### src/cdo_pkg.sv
// Shared types, constants and calendar functions for the date offset block.
`default_nettype none
package cdo_pkg;

  // Field widths of the ports
  localparam int DAY_W   = 5;
  localparam int MON_W   = 4;
  localparam int YIN_W   = 14;
  localparam int DELTA_W = 16;
  localparam int STS_W   = 2;

  // Largest year a result may carry
  localparam int YEAR_MAX = 9999;

  // Working widths: walking year, signed day accumulator
  localparam int YW = $clog2(YEAR_MAX + 1);
  localparam int DW = DELTA_W + 2;

  // Gregorian cycle, remainder width and reduction steps over an input year
  localparam int LEAP_CYCLE = 400;
  localparam int CENTURY    = 100;
  localparam int REM_W      = $clog2(LEAP_CYCLE);
  localparam int MOD_STEPS  = $clog2((2 ** YIN_W) / LEAP_CYCLE + 1);
  localparam int KW         = (MOD_STEPS > 1) ? $clog2(MOD_STEPS) : 1;

  // Month numbers used by the calendar rules
  localparam logic [MON_W-1:0] MON_JAN = MON_W'(1);
  localparam logic [MON_W-1:0] MON_FEB = MON_W'(2);
  localparam logic [MON_W-1:0] MON_APR = MON_W'(4);
  localparam logic [MON_W-1:0] MON_JUN = MON_W'(6);
  localparam logic [MON_W-1:0] MON_SEP = MON_W'(9);
  localparam logic [MON_W-1:0] MON_NOV = MON_W'(11);
  localparam logic [MON_W-1:0] MON_DEC = MON_W'(12);

  typedef enum logic [STS_W-1:0] {
    STS_OK       = 2'd0,
    STS_BAD_DATE = 2'd1,
    STS_RANGE    = 2'd2
  } status_e;

  typedef enum logic [2:0] {
    ST_IDLE,
    ST_MOD,
    ST_CHECK,
    ST_WALK,
    ST_FINISH
  } state_e;

  // Walking date: day may run outside the month until the walk settles
  typedef struct packed {
    logic signed [DW-1:0] day;
    logic [MON_W-1:0]     month;
    logic [YW-1:0]        year;
    logic [REM_W-1:0]     rem;   // year modulo 400
  } walk_t;

  typedef struct packed {
    logic done;
    logic range_err;
  } step_flags_t;

  // Leap rule from the two low year bits and the year modulo 400
  function automatic logic is_leap(input logic [1:0] ylo, input logic [REM_W-1:0] rem);
    logic cent;
    cent = (rem == REM_W'(0)) || (rem == REM_W'(CENTURY)) ||
           (rem == REM_W'(2 * CENTURY)) || (rem == REM_W'(3 * CENTURY));
    return (ylo == 2'b00) && (!cent || (rem == REM_W'(0)));
  endfunction

  function automatic logic [DAY_W-1:0] month_len(input logic [MON_W-1:0] m,
                                                 input logic leap);
    logic [DAY_W-1:0] len;
    case (m)
      MON_FEB: len = leap ? DAY_W'(29) : DAY_W'(28);
      MON_APR, MON_JUN, MON_SEP, MON_NOV: len = DAY_W'(30);
      default: len = DAY_W'(31);
    endcase
    return len;
  endfunction

endpackage
`default_nettype wire

### src/cdo_mod_step.sv
// One restoring step of the year-modulo-400 reduction.
`default_nettype none
module cdo_mod_step (
  input  wire logic [cdo_pkg::YIN_W-1:0] rem_i,
  input  wire logic [cdo_pkg::KW-1:0]    k_i,
  output logic      [cdo_pkg::YIN_W-1:0] rem_o
);
  import cdo_pkg::*;

  logic [YIN_W:0] thr;
  logic [YIN_W:0] rem_x;

  // Subtract 400 shifted by k when it fits
  always_comb begin
    thr   = (YIN_W + 1)'(LEAP_CYCLE) << k_i;
    rem_x = {1'b0, rem_i};
    if (rem_x >= thr) begin
      rem_o = YIN_W'(rem_x - thr);
    end else begin
      rem_o = rem_i;
    end
  end

endmodule
`default_nettype wire

### src/cdo_step_unit.sv
// One month step of the date walk, forward or backward.
`default_nettype none
module cdo_step_unit (
  input  wire logic                 cmd_i,
  input  wire cdo_pkg::walk_t       cur_i,
  output cdo_pkg::walk_t            nxt_o,
  output cdo_pkg::step_flags_t      flags_o
);
  import cdo_pkg::*;

  logic [DAY_W-1:0] len_cur;
  logic [DAY_W-1:0] len_new;
  walk_t            mv;

  always_comb begin
    nxt_o   = cur_i;
    mv      = cur_i;
    flags_o = '0;
    len_cur = month_len(cur_i.month, is_leap(cur_i.year[1:0], cur_i.rem));
    len_new = '0;
    if (!cmd_i) begin
      // Forward: leave the current month while the day overruns it
      if (cur_i.day > $signed({{(DW-DAY_W){1'b0}}, len_cur})) begin
        nxt_o.day = cur_i.day - $signed({{(DW-DAY_W){1'b0}}, len_cur});
        if (cur_i.month == MON_DEC) begin
          if (cur_i.year == YW'(YEAR_MAX)) begin
            nxt_o         = cur_i;
            flags_o.done      = 1'b1;
            flags_o.range_err = 1'b1;
          end else begin
            nxt_o.month = MON_JAN;
            nxt_o.year  = cur_i.year + YW'(1);
            nxt_o.rem   = (cur_i.rem == REM_W'(LEAP_CYCLE - 1)) ? '0
                                                                  : cur_i.rem + REM_W'(1);
          end
        end else begin
          nxt_o.month = cur_i.month + MON_W'(1);
        end
      end else begin
        flags_o.done = 1'b1;
      end
    end else begin
      // Backward: enter the previous month while the day is not positive
      if (cur_i.day <= $signed(DW'(0))) begin
        if (cur_i.month == MON_JAN) begin
          mv.month = MON_DEC;
          mv.year  = cur_i.year - YW'(1);
          mv.rem   = (cur_i.rem == '0) ? REM_W'(LEAP_CYCLE - 1) : cur_i.rem - REM_W'(1);
        end else begin
          mv.month = cur_i.month - MON_W'(1);
        end
        len_new = month_len(mv.month, is_leap(mv.year[1:0], mv.rem));
        if ((cur_i.month == MON_JAN) && (cur_i.year == '0)) begin
          flags_o.done      = 1'b1;
          flags_o.range_err = 1'b1;
        end else begin
          nxt_o     = mv;
          nxt_o.day = cur_i.day + $signed({{(DW-DAY_W){1'b0}}, len_new});
        end
      end else begin
        flags_o.done = 1'b1;
      end
    end
  end

endmodule
`default_nettype wire

### src/calendar_date_offset_top.sv
// Top level of the Gregorian date offset block: sequencer, word registers, output stage.
// Sequence: accept, year reduction over MOD_STEPS restoring steps, date check, month walk
// until the day fits its month, finish.
// Throughput: one word at a time; the month walk through the shared step unit sets it.
// A finished word waits in the output register while the next word is accepted.
// Reset (rst_ni low, asynchronous) clears the sequencer and the output valid.
`default_nettype none
module calendar_date_offset_top (
  input  wire logic                        clk_i,
  input  wire logic                        rst_ni,
  input  wire logic                        in_valid_i,
  output logic                             in_stall_o,
  input  wire logic                        cmd_i,
  input  wire logic [cdo_pkg::DAY_W-1:0]   day_in_i,
  input  wire logic [cdo_pkg::MON_W-1:0]   month_in_i,
  input  wire logic [cdo_pkg::YIN_W-1:0]   year_in_i,
  input  wire logic [cdo_pkg::DELTA_W-1:0] delta_i,
  output logic                             out_valid_o,
  input  wire logic                        out_stall_i,
  output logic      [cdo_pkg::DAY_W-1:0]   day_out_o,
  output logic      [cdo_pkg::MON_W-1:0]   month_out_o,
  output logic      [cdo_pkg::YIN_W-1:0]   year_out_o,
  output logic      [cdo_pkg::STS_W-1:0]   status_o
);
  import cdo_pkg::*;

  state_e               state_q, state_d;
  logic [KW-1:0]        k_q, k_d;
  logic [YIN_W-1:0]     rem_q, rem_d;
  logic                 cmd_q;
  logic [DAY_W-1:0]     day0_q;
  logic [MON_W-1:0]     mon0_q;
  logic [YIN_W-1:0]     year0_q;
  logic [DELTA_W-1:0]   delta_q;
  walk_t                walk_q, walk_d;
  status_e              sts_q, sts_d;
  logic                 out_valid_q, out_valid_d;
  logic                 out_load;
  logic [DAY_W-1:0]     day_out_q;
  logic [MON_W-1:0]     mon_out_q;
  logic [YIN_W-1:0]     year_out_q;
  status_e              sts_out_q;

  logic [YIN_W-1:0]     mod_rem;
  walk_t                walk_cur;
  walk_t                walk_nxt;
  step_flags_t          flags;
  logic                 in_acc;
  logic                 bad_date;
  logic signed [DW-1:0] day_ext;
  logic signed [DW-1:0] dl_ext;

  cdo_mod_step u_mod_step (
    .rem_i (rem_q),
    .k_i   (k_q),
    .rem_o (mod_rem)
  );

  cdo_step_unit u_step_unit (
    .cmd_i   (cmd_q),
    .cur_i   (walk_cur),
    .nxt_o   (walk_nxt),
    .flags_o (flags)
  );

  assign in_stall_o = (state_q != ST_IDLE);
  assign in_acc     = in_valid_i && !in_stall_o;

  // Feed the step unit with the walk state and the year remainder
  always_comb begin
    walk_cur     = walk_q;
    walk_cur.rem = rem_q[REM_W-1:0];
  end

  // Validate the starting date once the remainder is known
  always_comb begin
    day_ext  = $signed({{(DW-DAY_W){1'b0}}, day0_q});
    dl_ext   = $signed({{(DW-DELTA_W){1'b0}}, delta_q});
    bad_date = (mon0_q == '0) || (mon0_q > MON_DEC) ||
               (32'(year0_q) > YEAR_MAX) || (day0_q == '0) ||
               (day0_q > month_len(mon0_q, is_leap(year0_q[1:0], rem_q[REM_W-1:0])));
  end

  // Sequence reduction, check, walk and finish
  always_comb begin
    state_d     = state_q;
    k_d         = k_q;
    rem_d       = rem_q;
    walk_d      = walk_q;
    sts_d       = sts_q;
    out_load    = 1'b0;
    out_valid_d = out_valid_q && out_stall_i;
    case (state_q)
      ST_IDLE: begin
        if (in_acc) begin
          rem_d   = year_in_i;
          k_d     = KW'(MOD_STEPS - 1);
          state_d = ST_MOD;
        end
      end
      ST_MOD: begin
        rem_d = mod_rem;
        if (k_q == '0) begin
          state_d = ST_CHECK;
        end else begin
          k_d = k_q - KW'(1);
        end
      end
      ST_CHECK: begin
        walk_d.month = mon0_q;
        walk_d.year  = YW'(year0_q);
        walk_d.rem   = rem_q[REM_W-1:0];
        walk_d.day   = cmd_q ? (day_ext - dl_ext) : (day_ext + dl_ext);
        if (bad_date) begin
          sts_d   = STS_BAD_DATE;
          state_d = ST_FINISH;
        end else begin
          sts_d   = STS_OK;
          state_d = ST_WALK;
        end
      end
      ST_WALK: begin
        walk_d = walk_nxt;
        rem_d  = {{(YIN_W-REM_W){1'b0}}, walk_nxt.rem};
        if (flags.done) begin
          sts_d   = flags.range_err ? STS_RANGE : STS_OK;
          state_d = ST_FINISH;
        end
      end
      ST_FINISH: begin
        if (!out_valid_q || !out_stall_i) begin
          out_load    = 1'b1;
          out_valid_d = 1'b1;
          state_d     = ST_IDLE;
        end
      end
      default: begin
        state_d = ST_IDLE;
      end
    endcase
  end

  // Hold control state
  always_ff @(posedge clk_i or negedge rst_ni) begin
    if (!rst_ni) begin
      state_q     <= ST_IDLE;
      out_valid_q <= 1'b0;
    end else begin
      state_q     <= state_d;
      out_valid_q <= out_valid_d;
    end
  end

  // Capture the input word and advance the working registers
  always_ff @(posedge clk_i) begin
    k_q    <= k_d;
    rem_q  <= rem_d;
    walk_q <= walk_d;
    sts_q  <= sts_d;
    if (in_acc) begin
      cmd_q   <= cmd_i;
      day0_q  <= day_in_i;
      mon0_q  <= month_in_i;
      year0_q <= year_in_i;
      delta_q <= delta_i;
    end
  end

  // Load the output word; echo the input on any error
  always_ff @(posedge clk_i) begin
    if (out_load) begin
      sts_out_q <= sts_q;
      if (sts_q != STS_OK) begin
        day_out_q  <= day0_q;
        mon_out_q  <= mon0_q;
        year_out_q <= year0_q;
      end else begin
        day_out_q  <= walk_q.day[DAY_W-1:0];
        mon_out_q  <= walk_q.month;
        year_out_q <= YIN_W'(walk_q.year);
      end
    end
  end

  assign out_valid_o = out_valid_q;
  assign day_out_o   = day_out_q;
  assign month_out_o = mon_out_q;
  assign year_out_o  = year_out_q;
  assign status_o    = sts_out_q;

endmodule
`default_nettype wire

### config.mk
export PLATFORM = sky130hd
export DESIGN_NAME = calendar_date_offset_top
export DESIGN_NICKNAME = d
export VERILOG_FILES = /design/src/cdo_pkg.sv /design/src/cdo_mod_step.sv /design/src/cdo_step_unit.sv /design/src/calendar_date_offset_top.sv
export SDC_FILE = /design/constraint.sdc
export NUM_CORES = 1
export LEC_CHECK = 0
export BUFFER_PORTS_ARGS = -buffer_cell sky130_fd_sc_hd__buf_2
export CAP_MARGIN = 20
export CORE_ASPECT_RATIO = 1.2
export CORE_MARGIN = 2
export CORE_UTILIZATION = 50
export DETAILED_ROUTE_END_ITERATION = 10
export HOLD_SLACK_MARGIN = 0.03
export PLACE_DENSITY = 0.68
export SLEW_MARGIN = 20
export SYNTH_ARGS = -nofsm -noshare
export SYNTH_HDL_FRONTEND = slang
export SYNTH_HIERARCHICAL = 1
export SYNTH_SLANG_ARGS = --single-unit
### constraint.sdc
create_clock -name clk_i -period 4.77 [get_ports clk_i]
set_clock_uncertainty 0.2 [all_clocks]
set_input_delay 0.7155 -clock clk_i [delete_from_list [all_inputs] [get_ports clk_i]]
set_output_delay 0.7155 -clock clk_i [all_outputs]
set_load 0.02 [all_outputs]
; Yosys cells after proc, flatten, opt, wreduce, memory -nomap -nowiden
; Cells that the tools add are included.
[word_totals]
elab_cells = 186
in_bits = 44
output_inout_bits = 27
register_bits = 124
[classes]
eq_ne = 42
n_addsub = 12
mux = 58
shifts = 1
reduce_logical = 49
magnitude_cmp = 6
[op_table]
columns = cell, n
row1 = 2-to-1 mux 45 bit, 4
row2 = 2-to-1 mux 23 bit, 4
row3 = one-hot mux 45 bit (2 select lines), 1
row4 = 2-to-1 mux 18 bit, 3
row5 = 2-to-1 mux 14 bit, 3
row6 = one-hot mux 14 bit (3 select lines), 1
row7 = equality test 4 bit (second input constant), 7
row8 = equality test 9 bit (second input constant), 3
row9 = 2-to-1 mux 27 bit, 1
row10 = equality test 4 x 3 -> 1 bit (second input constant), 6
row11 = 2-to-1 mux 3 bit, 7
row12 = 2-to-1 mux 4 bit, 5
row13 = one-hot mux 5 bit (2 select lines), 2
row14 = adder 18 x 6 -> 18 bit, 1
row15 = equality test 9 x 7 -> 1 bit (second input constant), 2
row16 = equality test 9 x 8 -> 1 bit (second input constant), 2
row17 = > comparator 18 x 6 -> 1 bit, 1
row18 = less-or-equal comparator 18 x 1 -> 1 bit (second input constant), 1
row19 = logical NOT 9 bit, 2
row20 = 2-to-1 mux 9 bit, 2
row21 = subtractor 18 x 6 -> 18 bit, 1
row22 = adder 5 x 16 -> 17 bit, 1
row23 = subtractor 5 x 16 -> 17 bit, 1
row24 = >= comparator 14 x 15 -> 1 bit, 1
row25 = 46 further kinds, 106

; Longest topological paths before layout
[depth]
word_depth = 21
depth_mapped = 20
ltp_nobuf = 19

; Hierarchy
; Netlist, hierarchy kept.
[modules_own_cells]
columns = module, cells_per_inst, seq_area_each_um2, area_each_um2, n_inst
row1 = calendar_date_offset_top, 516, 3703.6, 6119.6, 1
row2 = cdo_step_unit, 427, 0.0, 2802.7, 1
row3 = cdo_mod_step, 87, 0.0, 699.4, 1

; Worst setup path before layout
; OpenSTA, ideal clock, no wires.
[synth_timing]
kind = register to register
from = register rem_q[6]
to = register walk_q, in the netlist walk_cur[34] (data pin)
n_path_buf = 2
arrival_time_ps = 3919
synth_period_minus_slack_ps = 4380
setup_ps = 261
stages_incl_launch_ff = 20
required_ps = 4309
path_slack_ps = 390
cell_sequence = edfxtp_1 clkbuf_1 nand2_1 or4b_2 o21ai_0 nand4_1 nand2_1 a21oi_1 ha_1 inv_1 fa_1 nand4_1 a21oi_1 o221a_2 buf_2 and2_1 a32oi_1 xnor2_1 a22o_1 a311o_1
[synth_lines]
columns = item, line
row1 = start: declaration, calendar_date_offset_top.sv:29  ; logic [YIN_W-1:0] rem_q, rem_d;
row2 = start signal: assignment, calendar_date_offset_top.sv:157  ; rem_q <= rem_d;
row3 = end signal: assignment, calendar_date_offset_top.sv:158  ; walk_q <= walk_d;
row4 = end: declaration, calendar_date_offset_top.sv:35  ; walk_t walk_q, walk_d;

==> run_results.csv <==
group,metric,value,unit
outcome,status,"complete, no violations",
place,port_buffers,70,
die,ios,71,
sta,tns,0,ns
clock_network,cts_tree,"built",
synthesis,synth_nets,1122,
grt,grt_pass1_vias,8026,
pwr,swShare,41.81,%
sta,setup_viol,0,
die,die_h,156.0,um
synthesis,yosysSeqAreaShare,38.49,%
route,drcViolationCount,0,
synthesis,yosysMostFrequentCell,"nand2_1",
synthesis,synth_edf_count,120,
finish,area_growth,13.39,%
clock_network,tritoncts_num_sinks,124,
die,core,18860,um2
sta,worst_slack,0.3218,ns
sta,period_minus_slack,4.448,ns
synthesis,ys_top_cells_by_count,"nand2_1 (139), edfxtp_1 (120), o21ai_0 (63), nor2_1 (48), a21oi_1 (46)",
synthesis,synthesis.area,9622,um2
die,chipWidth,130.6,um
clock_network,cts_root_buffer,"clkbuf_16",
synthesis,synth_area_leaders,"edfxtp_1 (37%), ha_1 (5.7%), nand2_1 (5.4%)",
clock_network,clockBufferDepth,2,
place,pre_cts_slack,0.1768,ns
pwr,switching_power,2.738,mW
place,dp_hpwl,19300,um
die,rows,55,
synthesis,syn_inst,1030,
pwr,peakVddDrop,0.3122,mV
setup_path,cp_data_required_time,4.74,ns
grt,gr-total-overflow,0,
grt,grt_usage,26.47,%
pwr,p_leak,4.095,nW
pwr,power_density,600.3,nW/um2
pwr,pwr-share-comb,49.3,%
route,drt-vias-per-instance,6.118,
route,drtIter0Drc,761,
clock_network,cts_setup_buffers,0,
finish,nFillCells,1692,
route,first_pass_iters,6,
sta,tightest_slew,0.9634,ns
finish,drive_gt1_share,19.16,%
die,start_util,51.03,%
die,die_area,20370,um2
synthesis,synth-seq-cells,124,
synthesis,yosysWarnings,6,
sta,fmax,224.8,MHz
route,wire_per_inst,19.32,um
job,maxCapViolCount,0,
clock_network,path_clk_slew,0.06,ns
sta,slew_headroom,35.77,%
finish,nNetsFinal,1180,
setup_path,worstSetupPathType,"reg2reg",
worst_hold_path,hold_class,"in2reg",
synthesis,synth_top_cell_by_area,"edfxtp_1",
place,place_congestion,0.9608,
clock_network,clkLatencyLatePin,0.43,ns
route,vias,8302,
synthesis,ys_types,102,
setup_path,worstPathArrival,4.42,ns
grt,grt_pass1_wl,41780,um
pwr,pwr-share-clk,20.6,%
synthesis,syn_area_per_cell,9.341,um2
synthesis,synthFlopType,"edfxtp_1",
setup_path,worst_setup_path_end_kind,"flop",
sta,holdWs,0.2620,ns
grt,antenna_found_initial,0,
pwr,power,6.550,mW
sta,rsz0062_at_grt,"false",
setup_path,start_kind,"flop",
synthesis,yosys.area.top_type_share,37.45,%
setup_path,path_max_fanout,14,
pwr,seqPwrFrac,30.1,%
clock_network,cts_buffers,17,
sta,finalCritPeriodShare,93.25,%
route,wl,26220,um
grt,grt_max_degree,53,
sta,drv_slew,0,
clock_network,cts.htree.levels,4,
pwr,p_int,3.811,mW
route,drtAntennaViolNets,0,
synthesis,async_flop_share,3.226,%
sta,final_hold_viol_count,0,
finish,diodes,0,
logic make-up (layout without fill, tap and decap cells):
group	after synthesis	after routing	synth area share, %
adders and majority gates	48	48	6.554
xor gates and xnor gates	44	44	4.005
muxes	45	45	5.123
DFF	124	124	38.49
and+or+nand+nor	402	402	21.79
buffers and inverters	103	174	4.512
AOI/OAI and AO/OA	264	264	19.52
cell type report:
cell class	count	area, um2	area share, %
inverter	44	165.2	1.514
sequential	124	3704	33.94
clock buffer	17	425.4	3.899
clock inverter	15	186.4	1.709
timing repair buffer	98	563.0	5.161
tap	256	320.3	2.936
multi-input combinational	803	5547	50.84
flip-flops by register name, summed over array words and instances (netlist names):
signal       flops
walk_cur        36
year0_q         14
mon0_q           4
day_out_o        5
month_out_o      4
delta_q         16
cmd_q            1
status_o         2
sts_q            2
k_q              3
day0_q           5
state_q          3
rem_q           14
out_valid_o      1
year_out_o      14
worst max-delay path, stage by stage, from the launching register on:
cell	delay [ns]
edfxtp_1	0.38
buf_4	0.20
or3_1	0.43
nor3b_1	0.30
nand3_1	0.30
and2_1	0.25
a2111oi_2	0.34
a21oi_1	0.11
ha_1	0.21
inv_1	0.07
fa_1	0.23
a21oi_1	0.11
buf_4	0.18
a41o_1	0.24
xor2_1	0.18
nand2_1	0.08
nand2_1	0.07
o32ai_1	0.24
nor3_1	0.07
power by group through the flow:
stage | Clock (mW) | Combinational [mW] | Sequential (mW)
after CTS | 1.36 | 3.18 | 1.97
after detailed placement | 0 | 3.16 | 1.98
after global placement | 0 | 3.11 | 1.98
after floorplan | 0 | 2.45 | 1.89
final | 1.35 | 3.23 | 1.97
after global routing | 1.41 | 3.55 | 2.02
metal layers:
metal	GRT usage [%]	wire length, um
met3	3.635	1173
met1	32.21	10790
met5	0	0
met2	45.86	13130
met4	12.61	1128
repair_timing:
| item | in CTS | in global routing |
|---|---|---|
| setup endpoints to repair | 0 | 15 |
| hold buffers | 1 | 0 |
| hold endpoints to repair | 4 | 0 |
| gates resized for setup | 0 | 10 |
stage by stage:
stage | instance area [um2] | std cells | utilization (%)
4_1_cts | 10860 | 1357 | 57.60
3_5_place_dp | 10240 | 1324 | 54.31
6_report | 10910 | 1357 | 57.86
2_1_floorplan | 9622 | 1030 | -
3_3_place_gp | 10240 | 1324 | 54.31
5_1_grt | 10910 | 1357 | 57.86
layout by cell type, fill, tap and decap left out, drive strengths merged, types with 5 or more instances in the layout:
cell	n
nand4	26
o21a	8
or2	6
or3	15
o31a	6
nor3	30
and3	9
o31ai	15
a211o	5
nand3	39
nor3b	6
buf	97
nor4	9
ha	44
a21o	12
a31oi	10
nor2b	12
mux2i	14
o21ai	66
a2111oi	6
a21oi	47
xnor2	23
edfxtp	120
inv	49
nand2b	16
nor2	50
o2111ai	9
a211oi	7
a22oi	7
mux2	31
or4	11
o22ai	5
xor2	21
a221oi	5
and2	16
o211ai	10
nand2	140
clkbuf	17
final timing paths:
check / start / end / slack, ns / cells past startpoint
setup reg to reg: rem_q[6] / walk_cur[35] / 0.32 / 18
hold reg to reg: sts_q[1] / status_o[1] / 0.28 / 0
min in group asynchronous: rst_ni / out_valid_o / 0.43 / 2
hold / removal: delta_i[6] / delta_q[6] / 0.26 / 1
setup / recovery: rem_q[6] / walk_cur[35] / 0.32 / 18
max in group asynchronous: rst_ni / state_q[1] / 3.82 / 2
Power figures use the tool's default switching activity.
